`src/sv/tlpc_pkg.sv`:
```
// Shared types and constants for the traffic light preemption controller.
// No dependencies; every other file refers to this package by scoped names.
`default_nettype none

package tlpc_pkg;

  // Timing registers are 16 bits wide, whatever the internal counter width.
  localparam int CFG_W = 16;

  // Configuration register indexes.
  localparam logic [1:0] CFG_GREEN  = 2'd0;
  localparam logic [1:0] CFG_YELLOW = 2'd1;
  localparam logic [1:0] CFG_HOLD   = 2'd2;

  // Reset values of the timing registers.
  localparam logic [CFG_W-1:0] GREEN_RESET  = 16'd10;
  localparam logic [CFG_W-1:0] YELLOW_RESET = 16'd5;
  localparam logic [CFG_W-1:0] HOLD_RESET   = 16'd5;

  // Request kinds.
  localparam logic REQ_TICK  = 1'b0;
  localparam logic REQ_EMERG = 1'b1;

  // Lamp codes.
  localparam logic [1:0] LAMP_GREEN  = 2'd0;
  localparam logic [1:0] LAMP_YELLOW = 2'd1;
  localparam logic [1:0] LAMP_RED    = 2'd2;

  // Signal groups.
  localparam logic GRP_NS = 1'b0;
  localparam logic GRP_EW = 1'b1;

  typedef struct packed {
    logic       req_type;
    logic [1:0] emergency_dir;
  } in_t;

  typedef struct packed {
    logic [1:0] ns_light;
    logic [1:0] ew_light;
    logic       in_emergency;
  } out_t;

endpackage

`default_nettype wire

```
`src/sv/traffic_light_preempt_controller_core.sv`:
```
// Top level of the two-group traffic light controller with emergency preemption.
// Depends on tlpc_pkg for the beat types, lamp codes and register indexes.
`default_nettype none

// Each accepted beat is a time tick or an emergency request and yields exactly
// one result beat with both lamp states and the emergency flag. The block takes
// one beat per clock cycle unless held back by a stalled result. A beat waits in
// the input register, and its result is offered on out_ once the beat moves on
// into the result register. The phase counter and lamp state are updated as the
// beat leaves the input register. The timing registers are written through the
// cfg_ channel, which is always ready, and should only be written while no beat
// is in flight.
module traffic_light_preempt_controller_core #(
  parameter int TICK_WIDTH = 16
) (
  input  wire                          clk,
  input  wire                          rst_n,
  input  wire                          in_valid,
  output logic                         in_ready,
  input  wire  tlpc_pkg::in_t          in_data,
  output logic                         out_valid,
  input  wire                          out_ready,
  output tlpc_pkg::out_t               out_data,
  input  wire                          cfg_valid,
  output logic                         cfg_ready,
  input  wire  [1:0]                   cfg_addr,
  input  wire  [tlpc_pkg::CFG_W-1:0]   cfg_data
);

  // Working width for the length-to-count conversion.
  localparam int CW = (TICK_WIDTH > tlpc_pkg::CFG_W) ? TICK_WIDTH : tlpc_pkg::CFG_W;

  typedef enum logic [1:0] {
    PH_IDLE,
    PH_GREEN,
    PH_YELLOW,
    PH_HOLD
  } phase_t;

  phase_t                    phase_r, phase_nxt;
  logic                      grp_r, grp_nxt;
  logic [TICK_WIDTH-1:0]     rem_r, rem_nxt;

  logic [tlpc_pkg::CFG_W-1:0] green_r, yellow_r, hold_r;

  logic                      s1_valid_r;
  tlpc_pkg::in_t             s1_data_r;
  logic                      out_valid_r;
  tlpc_pkg::out_t            out_data_r, out_data_nxt;

  logic                      s1_adv;
  logic                      rem_zero;
  logic [1:0]                act_lamp;

  // Phase length to down-counter load value: zero counts as one, and lengths
  // beyond the counter range saturate at its largest value.
  function automatic logic [TICK_WIDTH-1:0] load_count(
    input logic [tlpc_pkg::CFG_W-1:0] len
  );
    logic [CW-1:0] c;
    logic [CW-1:0] cmax;
    c = '0;
    if (len != '0) begin
      c = CW'(len - tlpc_pkg::CFG_W'(1));
    end
    cmax = CW'({TICK_WIDTH{1'b1}});
    if (c > cmax) begin
      c = cmax;
    end
    return c[TICK_WIDTH-1:0];
  endfunction

  assign s1_adv    = s1_valid_r && (!out_valid_r || out_ready);
  assign in_ready  = !s1_valid_r || s1_adv;
  assign cfg_ready = 1'b1;
  assign out_valid = out_valid_r;
  assign out_data  = out_data_r;
  assign rem_zero  = (rem_r == '0);

  always_comb begin
    phase_nxt = phase_r;
    grp_nxt   = grp_r;
    rem_nxt   = rem_r;
    if (s1_data_r.req_type == tlpc_pkg::REQ_EMERG) begin
      // A request during a running hold changes nothing.
      if (phase_r != PH_HOLD) begin
        phase_nxt = PH_HOLD;
        grp_nxt   = s1_data_r.emergency_dir[1] ? tlpc_pkg::GRP_NS : tlpc_pkg::GRP_EW;
        rem_nxt   = load_count(hold_r);
      end
    end else begin
      case (phase_r)
        PH_IDLE: begin
          phase_nxt = PH_GREEN;
          rem_nxt   = load_count(green_r);
        end
        PH_GREEN: begin
          if (!rem_zero) begin
            rem_nxt = rem_r - TICK_WIDTH'(1);
          end else begin
            phase_nxt = PH_YELLOW;
            rem_nxt   = load_count(yellow_r);
          end
        end
        PH_YELLOW: begin
          if (!rem_zero) begin
            rem_nxt = rem_r - TICK_WIDTH'(1);
          end else begin
            grp_nxt   = !grp_r;
            phase_nxt = PH_GREEN;
            rem_nxt   = load_count(green_r);
          end
        end
        default: begin
          if (!rem_zero) begin
            rem_nxt = rem_r - TICK_WIDTH'(1);
          end else begin
            phase_nxt = PH_GREEN;
            rem_nxt   = load_count(green_r);
          end
        end
      endcase
    end

    case (phase_nxt)
      PH_GREEN:  act_lamp = tlpc_pkg::LAMP_GREEN;
      PH_HOLD:   act_lamp = tlpc_pkg::LAMP_GREEN;
      PH_YELLOW: act_lamp = tlpc_pkg::LAMP_YELLOW;
      default:   act_lamp = tlpc_pkg::LAMP_RED;
    endcase

    if (grp_nxt == tlpc_pkg::GRP_NS) begin
      out_data_nxt.ns_light = act_lamp;
      out_data_nxt.ew_light = tlpc_pkg::LAMP_RED;
    end else begin
      out_data_nxt.ns_light = tlpc_pkg::LAMP_RED;
      out_data_nxt.ew_light = act_lamp;
    end
    out_data_nxt.in_emergency = (phase_nxt == PH_HOLD);
  end

  always_ff @(posedge clk) begin
    if (!rst_n) begin
      phase_r     <= PH_IDLE;
      grp_r       <= tlpc_pkg::GRP_NS;
      rem_r       <= '0;
      green_r     <= tlpc_pkg::GREEN_RESET;
      yellow_r    <= tlpc_pkg::YELLOW_RESET;
      hold_r      <= tlpc_pkg::HOLD_RESET;
      s1_valid_r  <= 1'b0;
      out_valid_r <= 1'b0;
    end else begin
      if (cfg_valid && cfg_ready) begin
        case (cfg_addr)
          tlpc_pkg::CFG_GREEN:  green_r  <= cfg_data;
          tlpc_pkg::CFG_YELLOW: yellow_r <= cfg_data;
          tlpc_pkg::CFG_HOLD:   hold_r   <= cfg_data;
          default: ;
        endcase
      end

      if (in_ready) begin
        s1_valid_r <= in_valid;
      end

      if (s1_adv) begin
        phase_r     <= phase_nxt;
        grp_r       <= grp_nxt;
        rem_r       <= rem_nxt;
        out_valid_r <= 1'b1;
      end else if (out_ready) begin
        out_valid_r <= 1'b0;
      end
    end
  end

  // Payload registers carry no reset.
  always_ff @(posedge clk) begin
    if (in_valid && in_ready) begin
      s1_data_r <= in_data;
    end
    if (s1_adv) begin
      out_data_r <= out_data_nxt;
    end
  end

endmodule

`default_nettype wire

```
`config.mk`:
```
export PLATFORM = sky130hd
export DESIGN_NAME = traffic_light_preempt_controller_core
export DESIGN_NICKNAME = d
export VERILOG_FILES = /design/src/sv/tlpc_pkg.sv /design/src/sv/traffic_light_preempt_controller_core.sv
export SDC_FILE = /design/constraint.sdc
export NUM_CORES = 1
export LEC_CHECK = 0
export ABC_AREA = 1
export BUFFER_PORTS_ARGS = -buffer_cell sky130_fd_sc_hd__buf_2
export CORE_MARGIN = 2
export CORE_UTILIZATION = 35
export CTS_CLUSTER_SIZE = 12
export DETAILED_ROUTE_END_ITERATION = 8
export SLEW_MARGIN = 20
export SYNTH_ARGS = -nofsm -noshare
export SYNTH_HDL_FRONTEND = slang
export SYNTH_SLANG_ARGS = --single-unit
```
`constraint.sdc`:
```
create_clock -name clk -period 1.94 [get_ports clk]
set_input_delay 0.194 -clock clk [delete_from_list [all_inputs] [get_ports clk]]
set_output_delay 0.194 -clock clk [all_outputs]
set_load 0.1 [all_outputs]
```
* Word level (Yosys, flattened, before mapping)
Cells that the tools add are included.
** Word-level totals
- Register bits :: 77
- Input port bits :: 26
- Output and inout bits :: 8
- Logic and storage cells :: 90
** Cells by class
- Add/subtract/negate cells :: 4
- Order comparisons :: 5
- Eq/ne operators :: 9
- Muxes and demuxes :: 39
- Reductions and logical operators :: 20
** Operators with widths (number)
- 2-to-1 mux 16 bit :: 25
- greater-than comparator 16 bit, second input constant :: 5
- subtractor 16 x 1 -> 16 bit, second input constant :: 4
- case mux 16 bit (3 select lines) :: 1
- nonzero test 16 bit :: 3
- logical NOT 16 bit :: 1
- == test 2 bit, second input constant :: 4
- 2-to-1 mux 2 bit :: 4
- case mux 2 bit (2 select lines) :: 2
- AND reduction 2 bit :: 4
- 2-to-1 mux 1 bit :: 7
- == test 2 x 1 -> 1 bit, second input constant :: 3
- logical NOT 2 bit :: 2
- logical NOT 1 bit :: 3
- OR reduction 3 bit :: 1
- logical AND 1 bit :: 2
- logical OR 1 bit :: 2
- != test 2 x 1 -> 1 bit, second input constant :: 1
- != test 2 bit, second input constant :: 1
- nonzero test 2 bit :: 1
- OR reduction 2 bit :: 1

* Logic depth before layout (Yosys ltp)
Gate-level depths: netlist of the first run.
- Depth in word-level cells :: 10
- Gate-level depth with buffers :: 13
- Gate-level depth less buffers :: 13

* Worst setup path before layout of the first run
No wires, ideal clock.
- Path type :: register to register
- From :: reg out_valid_r (netlist: out_valid)
- To :: reg s1_data_r[1] in the netlist's numbering, enable pin
- Arrival time :: 2.376 ns
- Required time :: 1.687 ns
- Setup slack :: -0.689 ns
- Stages on the path, launching flop included :: 4
- Buffers on the path :: 0
- Clock period less this slack :: 2.629 ns
- Cells stage by stage :: dfxtp_1 -> nand3_1 -> nand2_1 -> inv_1
** Between the ends
- Longest elaborated chain between the ends :: 5
** Ends and longest elaborated chain
- from (decl) :: RTL line traffic_light_preempt_controller_core.sv:48 : logic out_valid_r;
- from (signal assigned) :: RTL line traffic_light_preempt_controller_core.sv:151 : out_valid_r <= 1'b0;
- from (signal assigned) :: RTL line traffic_light_preempt_controller_core.sv:170 : out_valid_r <= 1'b1;
- from (signal assigned) :: RTL line traffic_light_preempt_controller_core.sv:172 : out_valid_r <= 1'b0;
- logical NOT 1 bit :: RTL line traffic_light_preempt_controller_core.sv:73 : assign s1_adv = s1_valid_r && (!out_valid_r || out_ready);
- logical OR 1 bit :: RTL line traffic_light_preempt_controller_core.sv:73
- logical AND 1 bit :: RTL line traffic_light_preempt_controller_core.sv:73
- logical OR 1 bit :: RTL line traffic_light_preempt_controller_core.sv:74 : assign in_ready = !s1_valid_r || s1_adv;
- via in_ready :: RTL line traffic_light_preempt_controller_core.sv:19 : output logic in_ready,
- logical AND 1 bit :: RTL line traffic_light_preempt_controller_core.sv:179 : if (in_valid && in_ready) begin
- to (signal assigned) :: RTL line traffic_light_preempt_controller_core.sv:180 : s1_data_r <= in_data;
- to (decl) :: RTL line traffic_light_preempt_controller_core.sv:47 : tlpc_pkg::in_t s1_data_r;
The timed path passes the listed nets, and every way through them passes these cells.
A chain may end at the register's enable or synchronous reset.

* Worst setup path after layout of the first run
- From :: reg hold_r[0] in the netlist's numbering
- To :: reg rem_r[1]
** Between the ends
- Longest elaborated chain between the ends :: 8
- Elaborated cells between the ends (all ways) :: 9
** Ends and longest elaborated chain
- from (decl) :: RTL line traffic_light_preempt_controller_core.sv:44 : logic [tlpc_pkg::CFG_W-1:0] green_r, yellow_r, hold_r;
- from (signal assigned) :: RTL line traffic_light_preempt_controller_core.sv:149 : hold_r <= tlpc_pkg::HOLD_RESET;
- from (signal assigned) :: RTL line traffic_light_preempt_controller_core.sv:157 : tlpc_pkg::CFG_HOLD: hold_r <= cfg_data;
- subtractor 16 x 1 -> 16 bit / nonzero test 16 bit (equally long branches) :: RTL line traffic_light_preempt_controller_core.sv:64, traffic_light_preempt_controller_core.sv:63
- 2-to-1 mux 16 bit * :: RTL line traffic_light_preempt_controller_core.sv:63 : if (len != '0) begin
- 2-to-1 mux 16 bit * :: RTL line traffic_light_preempt_controller_core.sv:86 : if (phase_r != PH_HOLD) begin
- 2-to-1 mux 16 bit * :: RTL line traffic_light_preempt_controller_core.sv:84 : if (s1_data_r.req_type == tlpc_pkg::REQ_EMERG) begin
- greater-than comparator 16 bit :: RTL line traffic_light_preempt_controller_core.sv:67 : if (c > cmax) begin
- 2-to-1 mux 16 bit * :: RTL line traffic_light_preempt_controller_core.sv:67
- 2-to-1 mux 16 bit * :: RTL line traffic_light_preempt_controller_core.sv:86
- 2-to-1 mux 16 bit * :: RTL line traffic_light_preempt_controller_core.sv:84
- to (signal assigned) :: RTL line traffic_light_preempt_controller_core.sv:169 : rem_r <= rem_nxt;
- to (decl) :: RTL line traffic_light_preempt_controller_core.sv:42 : logic [TICK_WIDTH-1:0] rem_r, rem_nxt;
Every way passes the cells marked *; elsewhere a longest branch is shown, timed or not. The select of a mux whose other input is x is not followed.

==> run summary, run 1 <==
Final Hold Vio Count -> 0
CP max FO -> 10
Power density over the cells -> 781 nW/um^2
Total clock sinks -> 76
Vias -> 5188
Initial antenna violation count -> 0
CTS root buffer -> clkbuf_16
Status -> finished, final reports clean
Pin count of the biggest net entering global routing -> 54
Worst setup path class -> reg2reg
Nets -> 868
Cell variety after synth -> 36
CP top delay family -> simple AND/OR/NAND/NOR gates
Tmin final -> 1890 ps
Yosys warnings -> 0
Hold Path Class -> in2reg
Die area -> 15600 um^2
Average size of a mapped cell -> 6.45 um^2
Port bufs -> 31
Antenna cells -> 0
Tot GR Track Use -> 20.3%
MaxCap Viol Count -> 0
Drt wl/cell -> 15.0 um
Worst vdd ir -> 0.460 mV
WP buf/inv -> 2
Worst setup EP type -> register
Final Skew -> 8.54 ps
Final Cycle Share -> 97.3%
Mapped cell area -> 5100 um^2
Slew of the pin with the lowest slew margin -> 614 ps
Lkg Pwr -> 2.81 nW
Die X -> 125 um
Startpoint Class -> register
Gpl congestion -> 0.888
Worst-path clk slew -> 60 ps
Placed cell area -> 5630 um^2
Routed wire length -> 15400 um
Num CTS Buffers -> 9
Flops & latches, synth -> 76
Final instance area -> 5940 um^2
Layout area overhead -> 16.4%
WHS -> 26.3 ps
Crit path cell chain -> inv_1, ha_1, nand2_1, nor3_1, nand3_1, nand2_1, buf_4, o21ai_0, a21oi_1, nor2_1
Share of cells above drive strength 1 -> 15.4%
RSZ-0062 raised after global routing -> no
Critical Path RT -> 2180 ps
Max incr delay on CP -> 320 ps
Num rows -> 44
Seq/Total Area, Yosys -> 31.2%
Final setup vio count -> 0
H-Tree Depth -> 3
WP data arrival -> 2120 ps
Die Y-Extent -> 125 um
Filler Cell Count -> 1527
Cells after synthesis -> 791
Num ports -> 34
Insertion delay to the later sink of the worst-skew pair -> 350 ps
Fin. max-slew vios -> 0
Syn_nets -> 822
DRT iter0 DRCs -> 373
GRT overflow -> 0
DRC Markers -> 0
Clock Path Buffers -> 2
CTS Hold Buffers Added -> 0
CP max stage cell -> dfxtp_1
CTS tree -> done
Achievable frequency -> 530 MHz
Global-route wire length before repair -> 25000 um
Vias in the first global route -> 4817
Post-DRT Antenna Nets -> 0
Initial Util -> 35.5%
Final HPWL DP -> 12000 um
Most used cell, CP -> nand2_1
Detailed Routing Iterations Pass 1 -> 5
Power, Total -> 0.00464 W
Core Footprint -> 14400 um^2
Sum of negative setup slack -> 0 ps
Vias/cell -> 5.06
Slew HR -> 59.1%
[state kept, by name, summed over array words and instances, names as in the netlist]
signal,count
s1_valid_r,1
out_data,5
phase_r,2
grp_r,1
yellow_r,16
hold_r,16
green_r,16
rem_r,16
s1_data_r,2
out_valid,1
[cells in the final DEF, fill, tap and decap left out, types with 2 or more instances in the layout]
master,n
inv_1,81
clkinv_2,2
nor2_4,4
o21ai_0,74
buf_4,30
clkinv_1,2
inv_2,13
buf_12,2
o21ai_2,2
edfxtp_1,7
ha_1,4
nand4_1,10
nand2_4,7
nand3b_1,5
clkbuf_16,9
o211ai_1,6
nand3_1,78
nand3_2,3
o21ai_1,4
nand3_4,2
dfxtp_1,68
a21oi_2,3
nor2_2,8
buf_2,31
nor2_1,106
xnor2_1,3
nor3_1,10
nand2_1,158
nor2_8,3
xor2_1,29
a21oi_1,60
a31oi_1,2
nand2_2,5
[routing by layer]
metal | wire, um | track usage, % | vias up
li1 | - | - | 2656
met1 | 7080 | 27.0 | 2337
met2 | 7070 | 33.7 | 171
met3 | 804 | 2.71 | 24
met4 | 429 | 7.60 | 0
met5 | 0 | 0 | -
[path summary, 6_finish.rpt]
check,startpoint,endpoint,slack (ps),cells past startpoint
worst min-delay path,in_data[1],s1_data_r[1],30,1
worst max-delay path,hold_r[0],rem_r[1],50,10
worst min register to register,hold_r[1],hold_r[1],480,2
worst max register to register,hold_r[0],rem_r[1],50,10
[what timing repair did]
action,in CTS,in global routing
setup buffers,0,0
gates resized for setup,0,5
setup endpoints to repair,0,14
[power breakdown]
group / internal [W] / leakage (nW) / total [W] / switching [W]
clock: 0.000983 / 0.137 / 0.00166 / 0.000681
sequential: 0.00168 / 0.634 / 0.00176 / 0.0000848
combinational: 0.000409 / 2.04 / 0.00121 / 0.000803
[per-stage QoR]
stage	setup WS [ps]	instances	util [%]
6_report	53.2	1026	41.3
3_5_place_dp	89.1	1010	39.2
3_3_place_gp	121	1010	39.2
5_1_grt	0.832	1026	41.3
4_1_cts	77.8	1026	41.2
2_1_floorplan	56.2	791	-
[kinds of logic after synthesis]
family	count (synthesis)	share of synthesized area [%]
AOI/OAI and AO/OA	152	15.7
xor gates and xnor gates	33	5.66
adders and majority gates	5	1.23
buffers and inverters	122	9.66
DFF	76	31.2
other	1	0.0735
and+or+nand+nor	402	36.5
[layout make-up]
class / instances / area [um^2] / area share [%]
Multi-Input combinational cell: 593 / 3060 / 51.5
Sequential cell: 76 / 1590 / 26.8
Timing Repair Buffer: 63 / 420 / 7.08
Inverter: 94 / 353 / 5.94
Tap cell: 184 / 230 / 3.88
Clock buffer: 10 / 229 / 3.85
Clock inverter: 6 / 55.1 / 0.927
[Yosys cell counts]
cell type / number / area share (%)
nand2_1: 158 / 12
o21ai_0: 74 / 7.3
buf_6: 2 / 0.44
nand3_2: 3 / 0.59
nand3_1: 79 / 7.7
ha_1: 5 / 1.2
nand2_4: 7 / 1.5
nand4_1: 10 / 1.2
nand3b_1: 5 / 0.74
nor3_1: 10 / 0.98
nor3_2: 1 / 0.20
o21bai_1: 1 / 0.15
nor2_1: 107 / 7.9
nor2_8: 3 / 1.2
a31oi_1: 2 / 0.25
nand2_2: 5 / 0.61
nor2_4: 3 / 0.66
clkbuf_1: 16 / 1.2
nor2_2: 8 / 0.98
o21ai_2: 2 / 0.34
edfxtp_1: 7 / 4.1
nand3_4: 1 / 0.34
o211ai_1: 6 / 0.88
buf_4: 3 / 0.44
a21oi_2: 3 / 0.51
and2_1: 1 / 0.12
conb_1: 1 / 0.073
buf_2: 7 / 0.69
xnor2_1: 4 / 0.69
a21oi_1: 60 / 5.9
inv_1: 81 / 6.0
o21ai_1: 4 / 0.39
nor3b_1: 1 / 0.15
inv_2: 13 / 0.96
dfxtp_1: 69 / 27
xor2_1: 29 / 5.0
(Power assumes the default switching activity.)
==> inputs of run 2 (changes only) <==
--- a/config.mk
+++ b/config.mk
@@ -10,5 +10,6 @@
 export CORE_MARGIN = 2
-export CORE_UTILIZATION = 35
+export CORE_UTILIZATION = 56
 export CTS_CLUSTER_SIZE = 12
 export DETAILED_ROUTE_END_ITERATION = 8
+export PLACE_DENSITY = 0.75
 export SLEW_MARGIN = 20
==> constraint.sdc (replaced) <==
create_clock -name clk -period 1.94 [get_ports clk]
set_input_delay 0.388 -clock clk [delete_from_list [all_inputs] [get_ports clk]]
set_output_delay 0.388 -clock clk [all_outputs]
set_load 0.1 [all_outputs]
==> run summary, run 2 (synthesis results as in run 1) <==
Status -> finished, final reports clean
Die X -> 99.5 um (-20%)
Num CTS Buffers -> 9 (unchanged)
DRT iter0 DRCs -> 392 (+5.1%)
Int Power -> 0.00294 W (-4.2%)
MaxCap Viol Count -> 0 (unchanged)
Tot GR Track Use -> 32.4% (+12 points)
Die Y-Extent -> 99.5 um (-20%)
Most frequent cells in the layout -> 157 x nand2_1, 106 x nor2_1, 80 x inv_1
Hold Path Class -> in2reg
Vias in the first global route -> 5017 (+4.2%)
Slew HR -> 57.2% (-1.8 points)
GRT overflow -> 0 (unchanged)
Vias/cell -> 5.60 (+11%)
Post-Layout Cell Count -> 949 (-7.5%)
Startpoint Class -> register
CTS root buffer -> clkbuf_8
Final Cycle Share -> 92.8% (-4.4 points)
Routed wire length -> 15200 um (-0.99%)
Worst vdd ir -> 0.496 mV (+7.8%)
Lkg Pwr -> 2.79 nW (-0.76%)
Final setup vio count -> 0 (unchanged)
Total clock sinks -> 76 (unchanged)
Port bufs -> 31 (unchanged)
Initial antenna violation count -> 0 (unchanged)
Part of the power in registers -> 39.6% (+1.6 points)
Antenna cells -> 0 (unchanged)
Core Footprint -> 8760 um^2 (-39%)
Fin util -> 66.2% (+25 points)
Worst-path clk slew -> 90 ps (+30 ps)
Vias -> 5317 (+2.5%)
Pin count of the biggest net entering global routing -> 46 (-15%)
Num ports -> 34 (unchanged)
Combinational share of power -> 27.0% (+0.9 points)
CTS Hold Buffers Added -> 0 (unchanged)
CTS tree -> done
Placed insts -> 933 (-7.6%)
Fin. max-slew vios -> 0 (unchanged)
Num rows -> 34 (-23%)
Final Skew -> 12.6 ps (+4.07 ps)
Layout area overhead -> 13.7%
Drt wl/cell -> 16.0 um (+7.0%)
Die area -> 9900 um^2 (-36%)
Power density over the cells -> 770 nW/um^2 (-1.4%)
Worst setup EP type -> register
Detailed Routing Iterations Pass 1 -> 5 (unchanged)
Insertion delay to the later sink of the worst-skew pair -> 370 ps (+20 ps)
Slew of the pin with the lowest slew margin -> 641 ps (+27.1 ps)
Post-DRT Antenna Nets -> 0 (unchanged)
Final HPWL DP -> 12100 um (+0.12%)
CP max FO -> 10 (unchanged)
Tmin final -> 1800 ps (-86.0 ps)
Final Hold Vio Count -> 0 (unchanged)
Initial Util -> 58.3% (+23 points)
Share of cells above drive strength 1 -> 15.8% (+0.38 points)
Critical Path RT -> 2240 ps (+60 ps)
Global-route wire length before repair -> 25000 um (-0.16%)
H-Tree Depth -> 3 (unchanged)
Clock Path Buffers -> 2 (unchanged)
Clock power frac -> 33.4% (-2.5 points)
Worst setup path class -> reg2reg
Switching share of total power -> 34.2% (+0.36 points)
Setup slack, reg-to-reg -> 140 ps (+90 ps)
Nets -> 867 (-0.12%)
WP data arrival -> 2100 ps (-20 ps)
NetSw -> 0.00153 W (-2.7%)
Gpl congestion -> 0.931 (+4.9%)
Achievable frequency -> 555 MHz (+4.8%)
DRC Markers -> 0 (unchanged)
Filler Cell Count -> 822 (-46%)
Most common cell after layout, fill and taps aside -> nand2_1
run 2: cell count changes in the layout (fill, tap and decap cells not counted), sizes merged:
cell and change:
buf -1, clkinv -1, bufinv +2, clkinvlp -1
run 2: repair_timing:
action	4_1_cts	5_1_grt
buffers inserted	0	0
gates resized for setup	0	8
endpoints found under the setup margin	0	19
run 2: final timing paths:
kind / startpoint / to / cells after the start
worst min-delay path: in_data[1] / s1_data_r[1] / 1
worst min register to register: hold_r[1] / hold_r[1] / 2
worst max register to register: hold_r[0] / rem_r[0] / 10
worst max-delay path: hold_r[0] / rem_r[0] / 10
run 2: critical path, stage by stage (launching register included):
cell	delay, ps
dfxtp_1	350
inv_1	80
ha_1	220
nand2_1	130
nor3_2	60
nand3_1	80
nand2_1	70
buf_4	160
o21ai_0	390
a21oi_1	80
nor2_1	120
run 2: routing by layer:
layer | track usage [%] | vias to the layer above | routed length, um
met2 | 48.2 | 222 | 6540
met3 | 5.90 | 30 | 1370
li1 | - | 2654 | -
met1 | 46.5 | 2411 | 6870
met5 | 0 | - | 0
met4 | 13.1 | 0 | 456
run 2: area by class of cell:
| cell class | count | area, um^2 | share of cell area, % |
|---|---|---|---|
| Multi-Input combinational cell | 593 | 3060 | 52.7 |
| Sequential cell | 76 | 1590 | 27.5 |
| Timing Repair Buffer | 62 | 425 | 7.33 |
| Inverter | 94 | 353 | 6.08 |
| Tap cell | 108 | 135 | 2.33 |
| Clock buffer | 10 | 128 | 2.20 |
| Clock inverter | 6 | 113 | 1.94 |
run 2: stage by stage:
stage	instance area (um^2)	hold WS (ps)	power [W]	worst slack [ps]	TNS [ps]
final	5800	191	0.00447	139	0
after global routing	5800	193	0.00468	-15.5	-15.5
after CTS	5780	185	0.00444	69.6	0
after detailed placement	5540	467	0.00297	81.8	0
after global placement	5540	458	0.00296	131	0
after floorplan	5120	448	0.00266	56.2	0
run 2: power by group through the flow:
| stage | logic (W) | clock network (W) | registers, W |
|---|---|---|---|
| 2_1_floorplan | 0.000834 | 0 | 0.00182 |
| 3_3_place_gp | 0.00116 | 0 | 0.00180 |
| 3_5_place_dp | 0.00117 | 0 | 0.00180 |
| 4_1_cts | 0.00118 | 0.00149 | 0.00177 |
| 5_1_grt | 0.00135 | 0.00155 | 0.00178 |
| 6_report | 0.00121 | 0.00149 | 0.00177 |
==> inputs of run 3 (changes only) <==
==> constraint.sdc (replaced) <==
create_clock -name clk -period 1.94 [get_ports clk]
set_input_delay 0 -clock clk [delete_from_list [all_inputs] [get_ports clk]]
set_output_delay 0 -clock clk [all_outputs]
set_load 0.1 [all_outputs]
==> run summary, run 3 (synthesis results as in run 1) <==
Status -> finished, final reports clean
Most common cell after layout, fill and taps aside -> nand2_1
Total clock sinks -> 76 (unchanged)
Vias in the first global route -> 5034 (+0.34%)
Switching share of total power -> 37.7% (+3.5 points)
GRT overflow -> 0 (unchanged)
DRC Markers -> 0 (unchanged)
Vias -> 5403 (+1.6%)
Pin count of the biggest net entering global routing -> 32 (-30%)
DRT iter0 DRCs -> 336 (-14%)
Power density over the cells -> 706 nW/um^2 (-8.3%)
MaxCap Viol Count -> 0 (unchanged)
Num ports -> 34 (unchanged)
Int Power -> 0.00262 W (-11%)
Critical Path RT -> 2230 ps (about the same)
Tot GR Track Use -> 32.9% (+0.48 points)
Final Cycle Share -> 94.1% (+1.3 points)
Slew HR -> 56.8% (-0.43 points)
Clock power frac -> 28.4% (-5.0 points)
RR Startpoint -> hold_r[0]
Worst-path clk slew -> 100 ps (about the same)
Final setup vio count -> 0 (unchanged)
CP max FO -> 3 (-7)
Fin util -> 67.9% (+1.7 points)
Layout area overhead -> 16.6%
Port bufs -> 31 (unchanged)
Initial Util -> 58.3% (unchanged)
Detailed Routing Iterations Pass 1 -> 5 (unchanged)
Startpoint Class -> register
Routed wire length -> 15700 um (+3.3%)
Num CTS Buffers -> 9 (unchanged)
Final Hold Vio Count -> 0 (unchanged)
Tmin final -> 1830 ps (+25.6 ps)
CP startpoint -> hold_r[0]
Slew of the pin with the lowest slew margin -> 647 ps (+6.51 ps)
Core Footprint -> 8760 um^2 (unchanged)
Part of the power in registers -> 42.0% (+2.4 points)
Global-route wire length before repair -> 25500 um (+2.3%)
Die area -> 9900 um^2 (unchanged)
Final HPWL DP -> 12000 um (-0.53%)
Clock Path Buffers -> 2 (unchanged)
H-Tree Depth -> 3 (unchanged)
Hold Path Class -> in2reg
Insertion delay to the later sink of the worst-skew pair -> 360 ps (about the same)
Worst vdd ir -> 0.416 mV (-16%)
Final Skew -> 15.4 ps (+2.82 ps)
CTS tree -> done
Antenna cells -> 0 (unchanged)
Post-DRT Antenna Nets -> 0 (unchanged)
Vias/cell -> 5.57 (-0.58%)
Hold path start -> cfg_data[13]
WP data arrival -> 2120 ps (+20 ps)
Num rows -> 34 (unchanged)
Share of cells above drive strength 1 -> 15.9% (+0.079 points)
Worst setup EP type -> register
Achievable frequency -> 548 MHz (-1.4%)
Drt wl/cell -> 16.2 um (+1.1%)
Most frequent cells in the layout -> 158 x nand2_1, 105 x nor2_1, 79 x inv_1
Fin. max-slew vios -> 0 (unchanged)
Die X -> 99.5 um (unchanged)
Lkg Pwr -> 2.84 nW (+2.0%)
NetSw -> 0.00158 W (+3.7%)
Power, Total -> 0.00420 W (-5.9%)
Worst setup path class -> reg2reg
Gpl congestion -> 1.00 (+7.8%)
Nets -> 888 (+2.4%)
CTS root buffer -> clkbuf_8
Initial antenna violation count -> 0 (unchanged)
Combinational share of power -> 29.6% (+2.6 points)
Die Y-Extent -> 99.5 um (unchanged)
## run 3: cell count changes in the layout (fill, tap and decap cells not counted), sizes merged
cell         change
dlygate4sd3     +20
inv              +2
buf              +1
bufinv           -3
clkinvlp         +1
## run 3: layout make-up
class	count	area, um^2
Clock buffer	10	138
Sequential cell	76	1590
Tap cell	108	135
Clock inverter	6	47.5
Multi-Input combinational cell	593	3070
Timing Repair Buffer	83	621
Inverter	94	353
Fill cell	839	2810
## run 3: path summary, 6_finish.rpt
kind | to | slack, ps | cells after the start
min reg2reg | hold_r[1] | 480 | 2
min | yellow_r[13] | 10 | 3
max reg2reg | rem_r[8] | 110 | 10
max | rem_r[8] | 110 | 10
## run 3: per-layer routing
layer / vias to the layer above / global-route usage [%] / share of wire (%)
met4: 0 / 10.7 / 2.7
met2: 219 / 51.5 / 45
met5: - / 0 / 0
met1: 2450 / 47.0 / 45
li1: 2703 / - / -
met3: 31 / 4.71 / 7.1
## run 3: stage by stage
step	std cells	hold slack (ps)	setup WS (ps)	TNS [ps]	instance area [um^2]
6_report	970	13.9	114	0	5950
5_1_grt	970	34.7	-4.31	-4.40	5950
4_1_cts	969	1.33	6.15	0	5910
3_5_place_dp	933	180	44.2	0	5530
3_3_place_gp	933	178	88.5	0	5530
2_1_floorplan	791	98.9	56.2	0	5120
## run 3: repair_timing
item | in CTS | in global routing
endpoints found under the hold margin | 35 | 0
setup endpoints to repair | 0 | 21
buffers inserted | 0 | 1
resized for setup | 0 | 11
hold buffers | 20 | 0
## run 3: critical path: stages, from the launching register on
cell     delay [ps]
dfxtp_1         330
inv_1           100
ha_1            190
nand2_1         100
buf_4           150
nor2_1          130
inv_1            70
nor2_1          150
xor2_1          240
a21oi_1         160
a21oi_1         160
## run 3: power groups by stage
| stage | Clock (W) | Combinational (W) | Sequential [W] |
|---|---|---|---|
| after floorplan | 0 | 0.000834 | 0.00182 |
| after global placement | 0 | 0.00115 | 0.00180 |
| after detailed placement | 0 | 0.00117 | 0.00180 |
| after CTS | 0.00119 | 0.00121 | 0.00176 |
| after global routing | 0.00127 | 0.00138 | 0.00178 |
| final | 0.00119 | 0.00124 | 0.00177 |
